[config.mk]
export PLATFORM = sky130hd
export DESIGN_NAME = fsfl_front
export DESIGN_NICKNAME = d
export VERILOG_FILES = /design/src/rtl/core/fsfl_pkg.sv /design/src/rtl/core/fsfl_front.sv
export SDC_FILE = /design/constraint.sdc
export NUM_CORES = 1
export LEC_CHECK = 0
export ABC_AREA = 1
export CORE_AREA = 2 2 39 41
export DETAILED_ROUTE_END_ITERATION = 8
export DIE_AREA = 0 0 41 43
export DONT_BUFFER_PORTS = 1
export SLEW_MARGIN = 20
export SYNTH_ARGS = -nofsm -noshare
export SYNTH_HDL_FRONTEND = slang
export SYNTH_SLANG_ARGS = --single-unit
[constraint.sdc]
create_clock -name vclk -period 1
set_input_delay 0.05 -clock vclk [all_inputs]
set_output_delay 0.05 -clock vclk [all_outputs]
set_load 0.005 [all_outputs]
[src/rtl/core/fsfl_pkg.sv]
// Shared types, codes and widths for the fixed-slot free-list allocator.
package fsfl_pkg;

   localparam int NUM_SLOTS_DEF = 1024;

   localparam int SLOT_IN_W   = 10;
   localparam int SLOT_OUT_W  = 10;
   localparam int COUNT_W     = 11;
   localparam int THRESH_W    = 17;
   localparam int CDOWN_W     = 16;
   localparam int CSR_IDX_W   = 1;
   localparam int CSR_DATA_W  = 17;
   localparam int QUEUE_DEPTH = 2;

   localparam logic OP_ALLOC = 1'b0;
   localparam logic OP_FREE  = 1'b1;

   localparam logic [CSR_IDX_W-1:0] CSR_SLOTS_IN_USE    = 1'b0;
   localparam logic [CSR_IDX_W-1:0] CSR_ALERT_THRESHOLD = 1'b1;

   localparam logic [1:0] ST_ALLOC  = 2'd0;
   localparam logic [1:0] ST_FREED  = 2'd1;
   localparam logic [1:0] ST_EMPTY  = 2'd2;
   localparam logic [1:0] ST_REJECT = 2'd3;

   typedef enum logic [1:0] {
      CMD_ALLOC,
      CMD_FREE,
      CMD_REJECT
   } cmd_kind_type;

   typedef enum logic [1:0] {
      BK_IDLE,
      BK_LOAD,
      BK_SWEEP
   } back_state_type;

   typedef struct packed {
      logic                 op;
      logic [SLOT_IN_W-1:0] slot_in;
   } req_type;

   typedef struct packed {
      logic [1:0]            status;
      logic [SLOT_OUT_W-1:0] slot_out;
      logic                  threshold_alert;
      logic [COUNT_W-1:0]    free_count;
   } rsp_type;

   typedef struct packed {
      cmd_kind_type         kind;
      logic [SLOT_IN_W-1:0] slot;
   } cmd_type;

   typedef struct packed {
      logic                rebuild;
      logic                rearm;
      logic [COUNT_W-1:0]  slots_in_use;
      logic [THRESH_W-1:0] threshold;
   } cfg_type;

endpackage

[src/rtl/core/fsfl_front.sv]
// Front end: takes request beats and sorts them into allocate, free and reject commands.
module fsfl_front import fsfl_pkg::*; (
   input  logic               req_valid,
   input  req_type            req_data,
   output logic               req_stall,
   input  logic [COUNT_W-1:0] slots_in_use,
   input  logic               blocked,
   input  logic               queue_full,
   output logic               cmd_push,
   output cmd_type            cmd
);

   always_comb begin
      req_stall = queue_full || blocked;
      cmd_push  = req_valid && !req_stall;
      cmd.slot  = req_data.slot_in;
      priority if (req_data.op == OP_ALLOC) begin
         cmd.kind = CMD_ALLOC;
      end else if (COUNT_W'(req_data.slot_in) < slots_in_use) begin
         cmd.kind = CMD_FREE;
      end else begin
         cmd.kind = CMD_REJECT;
      end
   end

endmodule

Word level (Yosys, flattened, before mapping) --
Index checks and enable logic that the tools add are counted. Widths: inputs -> output; s select.
Operators by class: $lt $le $gt $ge 1, mux-type cells 2, reduce and logical (&&, ||, !) cells 3
Operators with widths (count):
- $lt 10x11->1 | 1
- $mux 2 | 2
- $logic_and 1x1->1 | 1
- $logic_not 1->1 | 1
- $logic_or 1x1->1 | 1
Storage, ports and cells: register bits after elaboration 0, input bits 25, output and inout port bits 14, logic and storage cells 6

Logic depth before layout (Yosys ltp) --
word-level depth 3, mapped depth 10, mapped depth without buffers 10

Worst setup path before layout --
No wires, ideal clock.
path kind input port to output port, start point input slots_in_use[6], end point output cmd[11] (netlist bit), arrival time 0.781 ns, data required time 0.950 ns, slack 0.169 ns, stages on the path 10, path buffers 0, path through inv_1 -> ha_1 -> nand2_1 -> inv_2 -> nand2_1 -> nor2_1 -> nand2_1 -> nand3_2 -> nand2_1 -> inv_1
RTL lines:
- start: declaration | RTL line fsfl_front.sv:6 | input logic [COUNT_W-1:0] slots_in_use,
- end: declaration | RTL line fsfl_front.sv:10 | output cmd_type cmd

==> out/results.md <==
| Group | Metric | Value |
| --- | --- | --- |
| pwr | Total power divided by cell area | 316 nW/µm² |
| layout | Number of antenna cells inserted | 0 |
| job | Max-Cap Viols | 0 |
| synth | Main combinational cell family by area after synthesis | buffers and inverters |
| timing | Unrepaired setup endpoints after global routing | no |
| critical path | Worst Setup Path Type | input pin to output port |
| floorplan | I/O pin cnt | 39 |
| route | Vias after detailed routing | 319 |
| place | Worst setup slack after placement | 0.0854 ns |
| global routing | Total track usage | 5.79% |
| place | Post-detailed-placement half-perimeter wirelength | 524 µm |
| pwr | Largest voltage drop on the vdd net | 0.0000715 V |
| synth | Multiplexer share of the synthesized area | 0% |
| global routing | Antenna violations before repair | 0 |
| clock network | Hold Buf Count CTS | 0 |
| place | Weighted congestion reported at the end of routability-driven placement | 0.569 |
| synth | Compound-Gate Fraction of Synth Area | 4.70% |
| synth | Gate count of the mapped netlist | 71 |
| global routing | Overall overflow remaining after global route | 0 |
| timing | Min cycle time layout | 0.891 ns |
| timing | Worst slew margin relative to its limit | 91.6% |
| floorplan | Vertical extent of the die | 43 µm |
| synth | Share of the yosys chip area belonging to registers | 0% |
| synth | Simple-gate share of the synthesized area | 26.6% |
| worst hold path | Beginning of the worst hold path | req_data[5] |
| place | Area after DPL | 344 µm² |
| route | TritonRoute pass-1 iters | 2 |
| floorplan | Starting utilization of the core area | 28.8% |
| route | DRC Markers | 0 |
| critical path | Setup crit start | slots_in_use[9] |
| place | Buffers added on ports | 0 |
| layout | NumNets Final | 97 |
| route | Via count normalized by instance count | 4.14 |
| layout | Clock buffers | 0 |
| synth | Post-synthesis area per instance | 5.62 µm² |
| layout | Final-layout fill cell count | 163 |
| synth | Yosys warnings | 0 |
| timing | Fmax | 1120 MHz |
| global routing | Wire length of the first global-routing pass | 779 µm |
| worst hold path | Hold-critical path endpoint | cmd[5] |
| timing | Number of failing hold endpoints at the final stage | 0 |
| critical path | Cells along the critical path | inv_1, ha_1, nand2_1, inv_1, nand2_1, inv_1, nand2_1, nand3_2, nor2_1 |
| critical path | Longest individual stage delay on the worst path | 0.27 ns |
| floorplan | Std cell rows | 14 |
| critical path | Cell with the largest stage delay on the worst path | sky130_fd_sc_hd__ha_1 |
| critical path | Nature of the critical path startpoint | input pin |
| critical path | Endpoint arrival time on the critical path | 0.84 ns |
| synth | Xor/xnor cell area share of the yosys netlist | 0% |
| route | Post-route antenna net violation count | 0 |
| critical path | Highest net fanout along the worst path | 2 |
| timing | Fin. max-slew vios | 0 |
| floorplan | Total Die Area | 1760 µm² |
| global routing | Largest net degree at the start of global routing | 4 |
| synth | Net count after synthesis | 105 |
| global routing | Number of global-route vias before repair | 261 |
| timing | Setup slack of the critical path after layout | 0.109 ns |
| timing | Slew at the pin closest to its max-slew limit | 0.125 ns |
| floorplan | Standard cell core area | 1380 µm² |
| synth | Synth Area in Adders | 28.2% |
| critical path | Type of element capturing the critical path | output port |
| route | DR WL/cell | 6.83 µm |
| clock network | Setup bufs post-CTS | 0 |
| timing | # setup viols final | 0 |
| synth | Cell Area, Synth | 399 µm² |
| timing | Worst hold-check slack | 0.100 ns |
| outcome | Run status | finished, final reports clean |
| timing | Final total negative setup slack | 0 ns |
| synth | Count of unique library cells instantiated by Yosys | 11 |
| layout | Final design area excluding fillers | 360 µm² |
| pwr | Leakage power of the design | 0.000263 µW |
| route | First DRT Iteration DRCs | 1 |
| layout | Area grow syn2layout | -9.72% |
| floorplan | Chip Width | 41 µm |
| layout | Total area of sequential cells | 0 µm² |
| layout | Flip-flop and latch count | 0 |
| critical path | Critical path data required time | 0.95 ns |
| worst hold path | HP Class | input pin to output port |
| timing | Final worst path period share | 89.1% |
| worst hold path | Hold depth | 0 |
| layout | Ratio of cells with drive above 1 in the final layout | 9.84% |
| route | Total wire length | 526 µm |
==> cell usage after synthesis (all sizes together) <==
cell type | number | area (µm²)
ha | 9 | 113
or2 | 1 | 6.26
a21oi | 3 | 18.8
nand3 | 1 | 10.0
buf | 10 | 75.1
nand2 | 18 | 67.6
inv | 22 | 82.6
nor2 | 6 | 22.5
clkinv | 1 | 3.75
==> logic make-up after synthesis <==
family | Yosys count
buf+inv | 33
simple gates | 26
fa+ha+maj | 9
compound gates | 3
==> layout make-up <==
type / instances / area, µm² / area share, %
Multi-Input combinational cell: 38 / 254 / 70.5
Inverter: 23 / 86.3 / 24.0
Tap cell: 16 / 20.0 / 5.56
==> metrics by stage <==
stage | utilization (%) | total power [µW] | std cells
finish | 26.0 | 114 | 77
global route | 26.0 | 142 | 77
CTS | 24.9 | 110 | 77
detailed placement | 24.9 | 110 | 77
global placement | 24.9 | 107 | 77
floorplan | - | 126 | 71
==> cell usage in the layout (no fill, tap or decap), drive strengths merged <==
master and instances:
a21oi 3, clkinv 1, ha 9, inv 22, nand2 18, nand3 1
nor2 6, or2 1
==> critical path, delay by kind of cell <==
family	cells	cell delay, ns
AND/OR/NAND/NOR	5	0.42
buffers and inverters	3	0.10
adder cells (fa/ha/maj)	1	0.27
==> worst max path at each step <==
stage / endpoint
CTS: cmd[11]
floorplan: cmd[11]
finish: cmd[10]
global route: cmd[11]
detailed placement: cmd[11]
global placement: cmd[10]
==> repair_timing <==
item | 4_1_cts | 5_1_grt
endpoints found under the hold margin | 0 | 0
endpoints found under the setup margin | 0 | 1
resized for setup | 0 | 2
==> power by group <==
| part | total, µW | switching, µW | internal (µW) |
|---|---|---|---|
| registers | 0 | 0 | 0 |
| logic | 114 | 62.3 | 51.4 |
| clock network | 0 | 0 | 0 |
==> layer usage <==
layer | part of all wire (%) | track usage [%] | vias to the layer above
li1 | - | - | 174
met1 | 39 | 5.38 | 125
met2 | 49 | 12.2 | 20
met3 | 12 | 0 | 0
met4 | 0 | 1.33 | 0
met5 | 0 | 0 | -
Note: power is estimated with default switching activity, not from simulation.
