**src/rtl/core/fsfl_pkg.sv**
```systemverilog
// Shared types, codes and widths for the fixed-slot free-list allocator.
package fsfl_pkg;

   localparam int NUM_SLOTS_DEF = 1024;

   localparam int SLOT_IN_W   = 10;
   localparam int SLOT_OUT_W  = 10;
   localparam int COUNT_W     = 11;
   localparam int THRESH_W    = 17;
   localparam int CDOWN_W     = 16;
   localparam int CSR_IDX_W   = 1;
   localparam int CSR_DATA_W  = 17;
   localparam int QUEUE_DEPTH = 2;

   localparam logic OP_ALLOC = 1'b0;
   localparam logic OP_FREE  = 1'b1;

   localparam logic [CSR_IDX_W-1:0] CSR_SLOTS_IN_USE    = 1'b0;
   localparam logic [CSR_IDX_W-1:0] CSR_ALERT_THRESHOLD = 1'b1;

   localparam logic [1:0] ST_ALLOC  = 2'd0;
   localparam logic [1:0] ST_FREED  = 2'd1;
   localparam logic [1:0] ST_EMPTY  = 2'd2;
   localparam logic [1:0] ST_REJECT = 2'd3;

   typedef enum logic [1:0] {
      CMD_ALLOC,
      CMD_FREE,
      CMD_REJECT
   } cmd_kind_type;

   typedef enum logic [1:0] {
      BK_IDLE,
      BK_LOAD,
      BK_SWEEP
   } back_state_type;

   typedef struct packed {
      logic                 op;
      logic [SLOT_IN_W-1:0] slot_in;
   } req_type;

   typedef struct packed {
      logic [1:0]            status;
      logic [SLOT_OUT_W-1:0] slot_out;
      logic                  threshold_alert;
      logic [COUNT_W-1:0]    free_count;
   } rsp_type;

   typedef struct packed {
      cmd_kind_type         kind;
      logic [SLOT_IN_W-1:0] slot;
   } cmd_type;

   typedef struct packed {
      logic                rebuild;
      logic                rearm;
      logic [COUNT_W-1:0]  slots_in_use;
      logic [THRESH_W-1:0] threshold;
   } cfg_type;

endpackage

```
**src/rtl/core/fsfl_cmd_fifo.sv**
```systemverilog
// Short command queue between the front end and the list engine.
module fsfl_cmd_fifo import fsfl_pkg::*; (
   input  logic    clock,
   input  logic    reset,
   input  logic    push,
   input  cmd_type push_data,
   output logic    full,
   input  logic    pop,
   output logic    valid,
   output cmd_type pop_data
);

   localparam int PTR_W = (QUEUE_DEPTH > 1) ? $clog2(QUEUE_DEPTH) : 1;
   localparam int CNT_W = $clog2(QUEUE_DEPTH + 1);

   cmd_type            entry_ff [QUEUE_DEPTH];
   logic [PTR_W-1:0]   wr_ptr_ff, wr_ptr_in;
   logic [PTR_W-1:0]   rd_ptr_ff, rd_ptr_in;
   logic [CNT_W-1:0]   count_ff, count_in;

   assign full     = (count_ff == CNT_W'(QUEUE_DEPTH));
   assign valid    = (count_ff != '0);
   assign pop_data = entry_ff[rd_ptr_ff];

   always_comb begin
      wr_ptr_in = wr_ptr_ff;
      rd_ptr_in = rd_ptr_ff;
      count_in  = count_ff;
      if (push) begin
         wr_ptr_in = (wr_ptr_ff == PTR_W'(QUEUE_DEPTH - 1)) ? '0 : wr_ptr_ff + PTR_W'(1);
      end
      if (pop) begin
         rd_ptr_in = (rd_ptr_ff == PTR_W'(QUEUE_DEPTH - 1)) ? '0 : rd_ptr_ff + PTR_W'(1);
      end
      if (push && !pop) begin
         count_in = count_ff + CNT_W'(1);
      end else if (pop && !push) begin
         count_in = count_ff - CNT_W'(1);
      end
   end

   always_ff @(posedge clock) begin
      if (reset) begin
         wr_ptr_ff <= '0;
         rd_ptr_ff <= '0;
         count_ff  <= '0;
      end else begin
         wr_ptr_ff <= wr_ptr_in;
         rd_ptr_ff <= rd_ptr_in;
         count_ff  <= count_in;
      end
   end

   always_ff @(posedge clock) begin
      if (push) begin
         entry_ff[wr_ptr_ff] <= push_data;
      end
   end

   a_no_pop_when_empty: assert property (@(posedge clock) disable iff (reset)
      pop |-> valid)
      else $error("command queue popped while empty");

   a_no_push_when_full: assert property (@(posedge clock) disable iff (reset)
      push |-> !full)
      else $error("command queue pushed while full");

endmodule

```
**config.mk**
```make
export PLATFORM = sky130hd
export DESIGN_NAME = fsfl_cmd_fifo
export DESIGN_NICKNAME = d
export VERILOG_FILES = /design/src/rtl/core/fsfl_pkg.sv /design/src/rtl/core/fsfl_cmd_fifo.sv
export SDC_FILE = /design/constraint.sdc
export NUM_CORES = 1
export LEC_CHECK = 0
export ABC_AREA = 0
export ABC_CLOCK_PERIOD_IN_PS = 1600
export BUFFER_PORTS_ARGS = -buffer_cell sky130_fd_sc_hd__clkbuf_2
export CAP_MARGIN = 20
export CORE_MARGIN = 1
export CORE_UTILIZATION = 45
export CTS_CLUSTER_SIZE = 8
export DETAILED_ROUTE_END_ITERATION = 10
export GPL_ROUTABILITY_DRIVEN = 0
export PLACE_DENSITY = 0.7
export SYNTH_ARGS = -nofsm -noshare
export SYNTH_HDL_FRONTEND = slang
export SYNTH_SLANG_ARGS = --single-unit
```
**constraint.sdc**
```tcl
create_clock -name clock -period 1.6 [get_ports clock]
set_input_delay 0.08 -clock clock [delete_from_list [all_inputs] [get_ports clock]]
set_output_delay 0.08 -clock clock [all_outputs]
set_load 0.005 [all_outputs]
```
Word level (Yosys, flattened, before mapping):

Memory sizes are Yosys's and may differ from the RTL's. A register that Yosys moved wholly into a read port is not among the register bits.
Cells that the tools add are included.

* add/subtract/negate cells: 4
* reductions and logical operators: 6
* multiplexer cells: 8
* equality and inequality tests: 1

Operators with widths (number)
* two-way mux 1 bit: 6
* two-way mux 2 bit: 2
* nonzero test 2 bit: 2
* adder 1 bit, second input constant: 2
* adder 2 x 1 -> 2 bit, second input constant: 1
* == test 2 bit, second input constant: 1
* logical AND 1 bit: 2
* logical NOT 1 bit: 2
* subtractor 2 x 1 -> 2 bit, second input constant: 1

* register bits after elaboration: 4
* output and inout bits: 14
* input bits: 16
* memories kept: 1
* logic and storage cells: 23
* memory bits (writable): 24

Memory list
* entry_ff: words 2, width 12, rd ports 1, clocked after Yosys merged registers in 1, write ports 1, line fsfl_cmd_fifo.sv:16 `cmd_type entry_ff [QUEUE_DEPTH];`

Depth between registers and ports, before layout:

* word-level depth: 4
* gate-level depth with buffers: 5
* gate-level depth less buffers: 5

Worst setup path before layout:

Ideal clock, no wire load.

* path type: reg-to-reg
* from: register wr_ptr_ff
* to: memory entry_ff[0][0] in the netlist's numbering (enable)
* setup slack: 0.329 ns
* data arrival time: 0.889 ns
* buffers on the path: 0
* required time: 1.218 ns
* period minus slack after synthesis: 1.271 ns
* stages on the path, launching flop included: 2
* setup time: 0.382 ns
* cells stage by stage: dfxtp_1 nor2b_1

RTL lines
* from (decl): line fsfl_cmd_fifo.sv:17 `logic [PTR_W-1:0] wr_ptr_ff, wr_ptr_in;`
* from (signal assigned): line fsfl_cmd_fifo.sv:48 `wr_ptr_ff <= wr_ptr_in;`
* to (decl): line fsfl_cmd_fifo.sv:16

No word-level cell before the write port.

==> impl_metrics.yaml <==
run_status:
  status: "finished, final reports clean"
layout:
  nFillCells: 176
  num_antenna_cells: 0
  postLayoutCellArea_um2: 1480
  fin_nets: 127
  area_delta_synth_final_pct: 38.6
  drive_above_1_share_pct: 47.7
placed_design:
  place_ws_ns: 0.476
  port-buffer-count: 29
  dp_hpwl_um: 1080
  place_area_um2: 1270
worst_setup_path:
  path_max_fanout: 12
  cp_slowest_cell: "mux2_2"
  critical_path.startpoint_type: "flop"
  worstSetupEndpointType: "output port"
  slowest_delay_ns: 0.36
  cp.required_ns: 1.52
  critPathArrivalTime_ns: 1.31
  path_cells: "buf_4 > mux2_2 > clkbuf_2"
  path_class: "reg -> out"
drt:
  wl_um: 1720
  postRouteAntennaNets: 0
  wl_per_cell_um: 12.3
  first_pass_iters: 3
  route.vias.total: 643
  vias_per_cell: 4.63
  drc: 0
  initialDrtViolationCount: 7
sta:
  relSlewSlack_pct: 88.3
  post-route-period-util_pct: 86.9
  min_period_ns: 1.39
  tns_ns: 0
  tightestPinTransition_ns: 0.175
  hold_violations: 0
  rsz0062_at_grt: "false"
  fmax_mhz: 719
  setup_violations: 0
  fin_ws_ns: 0.209
  fin_skew_ns: 0.0122
  maxSlewViolCount: 0
clocking:
  tritoncts: "built"
  cts_resized: 0
  cts.sinks: 29
  cts_buffers: 5
  clk_path_buf_depth: 2
  clkTransAtPathRegs_ns: 0.09
  cts-htree-levels: 2
  insertion_delay_ns: 0.32
  cts_root_buf: "clkbuf_4"
floorplan:
  pin_count: 30
  core_um2: 2230
  dieArea_um2: 2580
  rows: 17
  initial_core_util_pct: 48.0
  die_height_um: 50.8
  dieWidth_um: 50.8
logic_synthesis:
  syn_inst: 59
  synth_top_area_share_pct: 67.3
  yosysSeqAreaShare_pct: 76.6
  synth_top_area_cell: "edfxtp_1"
  yosys-top-cells-area: "edfxtp_1 (67%), mux2_2 (13%), dfxtp_1 (9.3%), xnor2_1 (1.6%), xor2_1 (1.6%)"
  synth_area_um2: 1070
  synth.distinct_cells: 16
  synth-seq-cells: 29
  avgSynthCellArea_um2: 18.2
  synthesis.nets: 76
  ys_warn_count: 0
grt:
  grt_max_degree: 13
  grt_pass1_vias: 649
  grt_pass1_wl_um: 2860
  antenna_found_initial: 0
  grt.total_usage_pct: 16.4
  globalRouteOverflowTotal: 0
power_and_ir_drop:
  powerDensity_nw_per_um2: 1160
  ir_drop_uv: 765
  leakage_nw: 0.604
min_path:
  min_path_type: "in -> reg"
flow_run:
  maxCapViolations: 0
## through the flow
step | cells | hold WS (ns) | power (W) | util (%)
finish | 139 | 0.0371 | 0.00172 | 66.4
global route | 139 | 0.0507 | 0.00181 | 66.4
CTS | 139 | 0.0289 | 0.00174 | 66.4
detailed placement | 118 | 0.273 | 0.00110 | 56.8
global placement | 118 | 0.271 | 0.00110 | 56.8
floorplan | 59 | 0.149 | 0.00101 | -
## per-layer routing
layer | part of all wire (%) | wire [µm] | GRT usage, % | vias to the layer above
li1 | - | - | - | 319
met1 | 41 | 710 | 16.7 | 295
met2 | 52 | 884 | 28.2 | 21
met3 | 3.8 | 66 | 5.45 | 8
met4 | 3.1 | 54 | 11.1 | 0
met5 | 0 | 0 | 0 | -
## kinds of logic (layout without fill, tap and decap cells)
logic type	Yosys count	count (layout)	synth area share [%]
DFF	29	29	76.6
muxes	12	12	12.6
adders and majority gates	1	1	1.17
xor gates and xnor gates	4	4	3.27
buffers and inverters	2	54	0.817
AOI/OAI and AO/OA	2	2	0.934
and+or+nand+nor	9	9	4.56
## where the power goes
group	total, W	switching, W	internal [W]
registers	0.000893	0.0000199	0.000874
logic	0.000217	0.0000902	0.000126
clock network	0.000607	0.000234	0.000373
total	0.00172	0.000344	0.00137
## flip-flops by register name, indices dropped and copies added, names as in the netlist, named ones only
| register | cells |
|---|---|
| count_ff | 2 |
| rd_ptr_ff | 1 |
| wr_ptr_ff | 1 |
| entry_ff | 24 |
## worst max-delay path, delay by kind of cell (launching register included)
kind / cells / cell delay, ns
buffers and inverters: 2 / 0.31
DFF: 1 / 0.32
muxes: 1 / 0.36
## cell type report
class                   count  area, µm²  area share, %
repair buffers             45        298           20.1
flip-flops and latches     29        821           55.3
inverters                   1       3.75          0.253
clock inverters             1       30.0           2.02
well taps                  28       35.0           2.36
multi-input cells          28        241           16.3
clock buffers               7       55.1           3.71
## cell usage after synthesis
master    number
a21oi_1        1
xor2_1         2
mux2_2        12
inv_1          1
nor2_1         4
edfxtp_1      24
o21ai_0        1
nor2b_1        1
buf_2          1
xnor2_1        2
and2b_2        1
or2_2          1
and2_1         1
or3_1          1
dfxtp_1        5
ha_1           1
## placed cells by master (no fill, tap or decap)
master         Yosys  routed
clkbuf_2           0      29
edfxtp_1          24      24
dlygate4sd3_1      0      13
mux2_2            12      12
dfxtp_1            5       5
clkbuf_4           0       5
nor2_1             4       4
buf_4              0       3
xnor2_1            2       2
xor2_1             2       2
or2_2              1       1
and2_1             1       1
inv_1              1       1
and2b_2            1       1
nor2b_1            1       1
o21ai_0            1       1
or3_1              1       1
a21oi_1            1       1
ha_1               1       1
clkbuf_8           0       1
clkbuf_1           0       1
bufinv_16          0       1
## path summary, 6_finish.rpt
path | from | to | slack (ns) | cells after the start
worst min register to register | count_ff[1]$_SDFFE_PP0P_ | count_ff[1]$_SDFFE_PP0P_ | 0.52 | 2
worst max register to register | count_ff[0]$_SDFFE_PP0P_ | count_ff[1]$_SDFFE_PP0P_ | 0.56 | 3
worst min-delay path | pop | rd_ptr_ff$_SDFFE_PP0P_ | 0.04 | 3
worst max-delay path | flop | pop_data[9] | 0.21 | 3
## repair_timing
| action | CTS | global route |
|---|---|---|
| hold buffers | 13 | 0 |
| endpoints found under the hold margin | 29 | 0 |
| buffers inserted | 0 | 0 |
Note: power is estimated with default switching activity, not from simulation.
